**src/hw/rtl/lapedge_pkg.sv**
```systemverilog
// Shared types, constants and helpers for the Laplacian edge marker.
// No dependencies; the interfaces, the output queue and the top module refer to it by scoped names.
package lapedge_pkg;

	// Largest frame the line memory holds.
	localparam int MAX_WIDTH  = 1024;
	localparam int MAX_HEIGHT = 1024;

	localparam int PIX_W      = 8;
	localparam int THR_W      = 10;
	localparam int CFG_SIZE_W = 11;
	localparam int CFG_IDX_W  = 2;
	localparam int CFG_DATA_W = 11;

	localparam int COL_W = $clog2(MAX_WIDTH);
	localparam int ROW_W = $clog2(MAX_HEIGHT);

	// Wide enough for a latched size and for the raw register value.
	localparam int DIM_A = ($clog2(MAX_WIDTH + 1) > $clog2(MAX_HEIGHT + 1)) ?
		$clog2(MAX_WIDTH + 1) : $clog2(MAX_HEIGHT + 1);
	localparam int DIM_W = (DIM_A > CFG_SIZE_W) ? DIM_A : CFG_SIZE_W;

	// Signed Laplacian: 4*255 + 4*255 needs PIX_W + 3 bits plus sign.
	localparam int SUM_W = PIX_W + 4;

	// Output queue that absorbs stalls on the result side.
	localparam int FIFO_DEPTH = 4;
	localparam int FIFO_PTR_W = $clog2(FIFO_DEPTH);
	localparam int FIFO_CNT_W = $clog2(FIFO_DEPTH + 1);

	localparam logic [THR_W-1:0]      RST_THRESHOLD = THR_W'(128);
	localparam logic [CFG_SIZE_W-1:0] RST_WIDTH     = CFG_SIZE_W'(640);
	localparam logic [CFG_SIZE_W-1:0] RST_HEIGHT    = CFG_SIZE_W'(480);

	typedef enum logic [CFG_IDX_W-1:0] {
		REG_EDGE_THRESHOLD = 2'd0,
		REG_FRAME_WIDTH    = 2'd1,
		REG_FRAME_HEIGHT   = 2'd2
	} reg_index_t;

	typedef struct packed {
		logic edge_flag;
		logic last_in_frame;
	} result_t;

	typedef struct packed {
		logic    valid;
		result_t data;
	} fifo_push_t;

	typedef struct packed {
		logic [FIFO_CNT_W-1:0] count;
	} fifo_status_t;

	// Limits a programmed frame size to 2..hi.
	function automatic logic [DIM_W-1:0] clamp_dim(input logic [CFG_SIZE_W-1:0] v,
		input logic [DIM_W-1:0] hi);
		logic [DIM_W-1:0] ve;
		ve = DIM_W'(v);
		if (ve < DIM_W'(2)) begin
			return DIM_W'(2);
		end else if (ve > hi) begin
			return hi;
		end
		return ve;
	endfunction

endpackage

```
**src/hw/rtl/lapedge_if.sv**
```systemverilog


interface lapedge_res_if;
	logic valid;
	logic ready;
	logic edge_flag;
	logic last_in_frame;
	logic last_of_run;

	modport source (output valid, output edge_flag, output last_in_frame,
		output last_of_run, input ready);
	modport sink (input valid, input edge_flag, input last_in_frame,
		input last_of_run, output ready);
endinterface

```
**src/hw/rtl/lapedge_out_fifo.sv**
```systemverilog
// Small result queue that drives the result channel and reports its fill level.
// Depends on lapedge_pkg and lapedge_res_if.
module lapedge_out_fifo (
	input  logic                      clk,
	input  logic                      arst_n,
	input  lapedge_pkg::fifo_push_t   push,
	output lapedge_pkg::fifo_status_t status,
	lapedge_res_if.source             results
);

	lapedge_pkg::result_t                  mem_q [lapedge_pkg::FIFO_DEPTH];
	logic [lapedge_pkg::FIFO_PTR_W-1:0]    wptr_q;
	logic [lapedge_pkg::FIFO_PTR_W-1:0]    rptr_q;
	logic [lapedge_pkg::FIFO_CNT_W-1:0]    count_q;
	logic                                  pop;

	assign pop = results.valid && results.ready;

	assign results.valid         = (count_q != '0);
	assign results.edge_flag     = mem_q[rptr_q].edge_flag;
	assign results.last_in_frame = mem_q[rptr_q].last_in_frame;
	// Every pixel causes at most one word, so each word closes its run.
	assign results.last_of_run   = 1'b1;
	assign status.count          = count_q;

	always_ff @(posedge clk) begin
		if (push.valid) begin
			mem_q[wptr_q] <= push.data;
		end
	end

	always_ff @(posedge clk or negedge arst_n) begin
		if (!arst_n) begin
			wptr_q  <= '0;
			rptr_q  <= '0;
			count_q <= '0;
		end else begin
			if (push.valid) begin
				wptr_q <= (wptr_q == lapedge_pkg::FIFO_PTR_W'(lapedge_pkg::FIFO_DEPTH - 1)) ?
					'0 : wptr_q + 1'b1;
			end
			if (pop) begin
				rptr_q <= (rptr_q == lapedge_pkg::FIFO_PTR_W'(lapedge_pkg::FIFO_DEPTH - 1)) ?
					'0 : rptr_q + 1'b1;
			end
			case ({push.valid, pop})
				2'b10:   count_q <= count_q + 1'b1;
				2'b01:   count_q <= count_q - 1'b1;
				default: count_q <= count_q;
			endcase
		end
	end

	a_no_overflow: assert property (@(posedge clk) disable iff (!arst_n)
		count_q <= lapedge_pkg::FIFO_CNT_W'(lapedge_pkg::FIFO_DEPTH))
		else $error("result queue overfilled");

	a_push_has_room: assert property (@(posedge clk) disable iff (!arst_n)
		(push.valid && !pop) |->
		(count_q < lapedge_pkg::FIFO_CNT_W'(lapedge_pkg::FIFO_DEPTH)))
		else $error("push into a full result queue");

	a_count_tracks: assert property (@(posedge clk) disable iff (!arst_n)
		(push.valid && !pop) |=> (count_q == $past(count_q) + 1'b1))
		else $error("queue count missed a push");

endmodule

```
**src/flat_wrapper.sv**
```systemverilog
// flat-port wrapper written by rule: the top's interface ports become plain ports
module lapedge_out_fifo_flat 
  (clk, arst_n, push, status, results_valid, results_edge_flag, results_last_in_frame, results_last_of_run, results_ready);
  lapedge_res_if results_i ();
  input  logic clk;
  input  logic arst_n;
  input  lapedge_pkg::fifo_push_t push;
  output lapedge_pkg::fifo_status_t status;
  output wire logic [$bits(results_i.valid)-1:0] results_valid;
  output wire logic [$bits(results_i.edge_flag)-1:0] results_edge_flag;
  output wire logic [$bits(results_i.last_in_frame)-1:0] results_last_in_frame;
  output wire logic [$bits(results_i.last_of_run)-1:0] results_last_of_run;
  input wire logic [$bits(results_i.ready)-1:0] results_ready;
  assign results_valid = results_i.valid;
  assign results_edge_flag = results_i.edge_flag;
  assign results_last_in_frame = results_i.last_in_frame;
  assign results_last_of_run = results_i.last_of_run;
  assign results_i.ready = results_ready;
  lapedge_out_fifo u_core (.clk(clk), .arst_n(arst_n), .push(push), .status(status), .results(results_i));
endmodule
```
**config.mk**
```make
export PLATFORM = sky130hd
export DESIGN_NAME = lapedge_out_fifo_flat
export DESIGN_NICKNAME = d
export VERILOG_FILES = /design/src/hw/rtl/lapedge_pkg.sv /design/src/hw/rtl/lapedge_if.sv /design/src/hw/rtl/lapedge_out_fifo.sv /design/src/flat_wrapper.sv
export SDC_FILE = /design/constraint.sdc
export NUM_CORES = 1
export LEC_CHECK = 0
export ABC_AREA = 1
export ABC_CLOCK_PERIOD_IN_PS = 1950
export BUFFER_PORTS_ARGS = -buffer_cell sky130_fd_sc_hd__buf_2
export CORE_MARGIN = 5
export CORE_UTILIZATION = 50
export CTS_CLUSTER_DIAMETER = 100
export CTS_CLUSTER_SIZE = 12
export DETAILED_ROUTE_END_ITERATION = 16
export PLACE_DENSITY = 0.69
export SYNTH_ARGS = -nofsm -noshare
export SYNTH_HDL_FRONTEND = slang
export SYNTH_SLANG_ARGS = --single-unit
```
**constraint.sdc**
```tcl
create_clock -name clk -period 1.95 [get_ports clk]
set_clock_uncertainty 0.1 [all_clocks]
set_input_delay 0.2925 -clock clk [delete_from_list [all_inputs] [get_ports clk]]
set_output_delay 0.2925 -clock clk [all_outputs]
set_load 0.01 [all_outputs]
```
## Word-level counts from Yosys, hierarchy flattened

Memories as Yosys holds them, arrays and structs flattened.
Cells that the tools add are included.

- Reduce and logical (&&, ||, !) cells: 3
- Mux-type cells: 5
- Eq/ne operators: 4
- $add $sub $neg: 4

Operator list:

| cell | number |
|---|---|
| == test 2 bit (second input constant) | 3 |
| one-hot mux 3 bit (2 select lines) | 1 |
| adder 2 x 1 -> 2 bit (second input constant) | 2 |
| 2-to-1 mux 2 bit | 2 |
| adder 3 x 1 -> 3 bit (second input constant) | 1 |
| nonzero test 3 bit | 1 |
| subtractor 3 x 1 -> 3 bit (second input constant) | 1 |
| == test 2 x 1 -> 1 bit (second input constant) | 1 |
| 2-to-1 mux 1 bit | 2 |
| nonzero test 2 bit | 1 |
| logical AND 1 bit | 1 |

- Memory bits (writable): 8
- Memories: 1
- Output and inout bits: 7
- Bits of input ports: 6
- Logic and storage cells: 20
- Register bits after elaboration: 7

Memories:

| memory | depth | width | rd ports | clocked after Yosys merged registers in | wr ports | line | text |
|---|---|---|---|---|---|---|---|
| u_core.mem_q | 4 | 2 | 1 | 0 | 1 | lapedge_out_fifo.sv:11 | `lapedge_pkg::result_t mem_q [lapedge_pkg::FIFO_DEPTH];` |

## Longest topological paths before layout

- Word-level depth: 4
- Mapped depth: 12
- Mapped depth without buffers: 12

## Worst setup path before layout

Ideal clock, no wire load.

- Path type: reg2reg
- Start point: register u_core.count_q, in the netlist u_core.status[0]
- End point: register u_core.count_q, in the netlist u_core.status[2]
- Data arrival time: 1514 ps
- Data required time: 1733 ps
- Period minus slack after synthesis: 1731 ps
- Stages on the path, launching flop included: 12
- Slack: 219 ps
- Library setup time: 117 ps
- Buffers on the path: 0
- Cell sequence: dfrtp_1 -> inv_2 -> nand3_4 -> nand2_4 -> inv_1 -> ha_1 -> inv_1 -> fa_1 -> nand2_1 -> nand3_1 -> nand2_1 -> nand2_1

- Word-level cells in the longest chain between the ends: 4
- Elaborated cells on any way between the ends: 8
- Classes of those cells: add/sub: 2; eq/ne: 2; mux: 1; reduce/logical: 3

RTL lines:

| what | line | text |
|---|---|---|
| start: declaration | lapedge_out_fifo.sv:14 | `logic [lapedge_pkg::FIFO_CNT_W-1:0] count_q;` |
| start signal: assignment | lapedge_out_fifo.sv:47 | `2'b10: count_q <= count_q + 1'b1;` |
| start signal: assignment | lapedge_out_fifo.sv:48 | `2'b01: count_q <= count_q - 1'b1;` |
| start signal: assignment | lapedge_out_fifo.sv:49 | `default: count_q <= count_q;` |
| nonzero test 3 bit (*) | lapedge_out_fifo.sv:19 | `assign results.valid = (count_q != '0);` |
| via results_valid | flat_wrapper.sv:9 | `output wire logic [$bits(results_i.valid)-1:0] results_valid;` |
| logical AND 1 bit (*) | lapedge_out_fifo.sv:17 | `assign pop = results.valid && results.ready;` |
| via u_core.pop | lapedge_out_fifo.sv:15 | `logic pop;` |
| == test 2 x 1 -> 1 bit or == test 2 bit (tied branches) | lapedge_out_fifo.sv:46 | `case ({push.valid, pop})` |
| one-hot mux 3 bit (2 select lines) or nonzero test 2 bit (tied branches) | -- |  |

The timed path passes the listed nets; every way through them passes the cells marked *.
A chain may end at the register's enable or synchronous reset.

## Worst setup path after layout

- Start point: register u_core.count_q, in the netlist u_core.status[0]
- End point: register u_core.count_q, in the netlist u_core.status[1]

- Word-level cells in the longest chain between the ends: 4
- Elaborated cells on any way between the ends: 8
- Classes of those cells: add/sub: 2; eq/ne: 2; mux: 1; reduce/logical: 3

RTL lines:

| what | line |
|---|---|
| nonzero test 3 bit (*) | lapedge_out_fifo.sv:19 |
| logical AND 1 bit (*) | lapedge_out_fifo.sv:17 |
| via u_core.pop | lapedge_out_fifo.sv:15 |
| == test 2 x 1 -> 1 bit or == test 2 bit (tied branches) | lapedge_out_fifo.sv:46 |
| one-hot mux 3 bit (2 select lines) or nonzero test 2 bit (tied branches) | -- |

Marked as above.

==> results.md <==
- Final instance area: 892.1 um2
- Fmax achieved: 547.9 MHz
- Final period utilization: 93.59%
- Setup Viol. Count Final: 0
- Core area: 1506 um2
- WHS: 135.0 ps
- CP endpoint kind: register
- Clock insertion delay at the later pin of the skew report: 270 ps
- Critical path arrival: 1920 ps
- Die W: 49.99 um
- Layout cell share with drive strength beyond 1: 22.11%
- H-tree levels: 1
- Final wirelength: 1.099 mm
- Diode count: 0
- Critical path class: register to register
- Leak: 0.4674 nW
- Area delta synth->final: 11.58%
- CTS Sinks: 15
- DRT iter0 DRCs: 10
- Avg Inst Size Synth: 9.750 um2
- Die area: 2499 um2
- Initial Util: 53.07%
- Pwr dens: 1357 nW/um2
- Setup TNS: 0 ps
- Vias: 504
- Postcts setup bufs: 0
- Main area contributors after synthesis: edfxtp_1 30%, dfrtp_1 22%, nand2_1 10%
- Total grt overflow: 0
- Final Max Slew Viols: 0
- Root buffer cell: clkbuf_4
- Post-synthesis sequential area ratio: 51.96%
- Period minus WS final: 1825 ps
- Synth unique cells: 20
- Hold Path Class: input pin to register
- Worst-path fanout max: 4
- Clock transition at the registers of the reported paths: 80 ps
- CTS tree: built
- Synth warn: 0
- Worst R2R Path Depth: 8
- Row cnt: 14
- Clock Path Buffers: 2
- Avg Vias per Cell: 4.541
- Final net count: 109
- Placed inst area: 850.8 um2
- Routed Antenna Nets: 0
- Post-DP HPWL: 930.3 um
- # fillers: 134
- WHS Path Cells: 1
- Required time of the critical path: 2040 ps
- RSZ-0062 raised after global routing: no
- Number of global-route vias before repair: 473
- FF+latch count, synth: 15
- GRT Util Overall: 10.65%
- CTS buffer count: 3
- Synth Net Count: 95
- I/O pin count: 13
- Die height: 49.99 um
- Largest net degree at the start of global routing: 12
- Port Buf Inserts: 11
- Wire per inst: 9.901 um
- Final Hold Fails: 0
- Max IR drop VDD: 0.6607 mV
- Largest area contributor in the netlist: edfxtp_1
- Critical path launch point type: register
- Syn Std Cell Area: 799.5 um2
- Antenna violations before repair: 0
- Residual DRC: 0
- Pre-Repair DR Iteration Count: 4
- Status: completed
- GPL Wtd Cong: 0.6945
- Top cell type's share of synthesized area: 30.05%
- Max-cap violations: 0
- Synth Instances: 82
- First-pass GRT wire length: 2.063 mm
## kinds of logic after synthesis
kind of cell	count (synthesis)	share of synthesized area, %
adders and majority gates	7	11.89
buffers and inverters	22	11.89
DFF	15	51.96
AOI/OAI and AO/OA	7	5.633
and+or+nand+nor	29	17.06
xor gates and xnor gates	1	1.096
other	1	0.4690
## registers in the layout, summed over array words and instances, names as in the netlist
register	cells
u_core.rptr_q	2
u_core.status	3
u_core.mem_q	8
u_core.wptr_q	2
## layout make-up
class                   instances  area (um2)  area share (%)
clock buffers                   4       26.28           2.945
inverters                      19       71.32           7.994
multi-input cells              45       294.0           32.96
flip-flops and latches         15       415.4           46.56
repair buffers                 12       65.06           7.293
well taps                      16       20.02           2.244
## final timing paths
| check | to | slack (ps) | from |
|---|---|---|---|
| setup / recovery | u_core.status[1]$_DFFE_PN0P_ | 120 | u_core.status[0]$_DFFE_PN0P_ |
| min in group asynchronous | u_core.wptr_q[0]$_DFFE_PN0P_ | 270 | arst_n |
| hold reg to reg | u_core.status[0]$_DFFE_PN0P_ | 420 | u_core.status[0]$_DFFE_PN0P_ |
| hold / removal | u_core.mem_q[1][0]$_DFFE_PP_ | 130 | push[0] |
| setup reg to reg | u_core.status[1]$_DFFE_PN0P_ | 120 | u_core.status[0]$_DFFE_PN0P_ |
| max in group asynchronous | u_core.wptr_q[1]$_DFFE_PN0P_ | 1320 | arst_n |
## metrics by stage
step | setup WS [ps] | power (mW) | util, % | std cells
after global routing | 9.919 | 1.359 | 59.22 | 111
after floorplan | 218.6 | 0.9211 | - | 82
final | 125.0 | 1.211 | 59.22 | 111
after detailed placement | 177.6 | 1.046 | 56.48 | 106
after CTS | 150.2 | 1.216 | 58.89 | 111
after global placement | 225.2 | 1.029 | 56.48 | 106
## worst max-delay path: stages, from the launching register on
cell and delay [ps]:
dfrtp_1 420, inv_2 110, nand3_4 110, nand2_4 80, inv_1 50, ha_1 180
inv_1 100, fa_2 430, o21ai_0 170
## cell usage after synthesis (all sizes together)
cell type and count:
clkbuf 1, nand4 1, nor2 1, conb 1, fa 1, nand3 4
nand2 23, o21ai 3, edfxtp 8, ha 6, dfrtp 7, xnor2 1
o211ai 4, buf 2, inv 19
## per-layer routing
metal  vias up  global-route usage, %  wire (um)
met5         -                      0          0
met3         4                  3.012         51
met4         0                  5.240         27
met1       213                  13.74        505
li1        279                      -          -
met2         8                  16.11        514
## cell usage in the layout (no fill, tap or decap), drive strengths merged, types with 3 or more instances in the layout
cell type,count
buf,11
ha,6
dfrtp,7
o21ai,3
clkbuf,4
edfxtp,8
nand2,23
nand3,4
o211ai,4
inv,19
## where the power goes
group	internal, mW	total, mW	switching (mW)
registers	0.437	0.530	0.0926
clock network	0.0791	0.165	0.0858
logic	0.217	0.516	0.300
## what timing repair did
| item | 4_1_cts | 5_1_grt |
|---|---|---|
| hold buffers | 1 | 0 |
| resized for setup | 0 | 2 |
| hold endpoints to repair | 7 | 0 |
| setup endpoints to repair | 0 | 1 |
(Power assumes the default switching activity.)
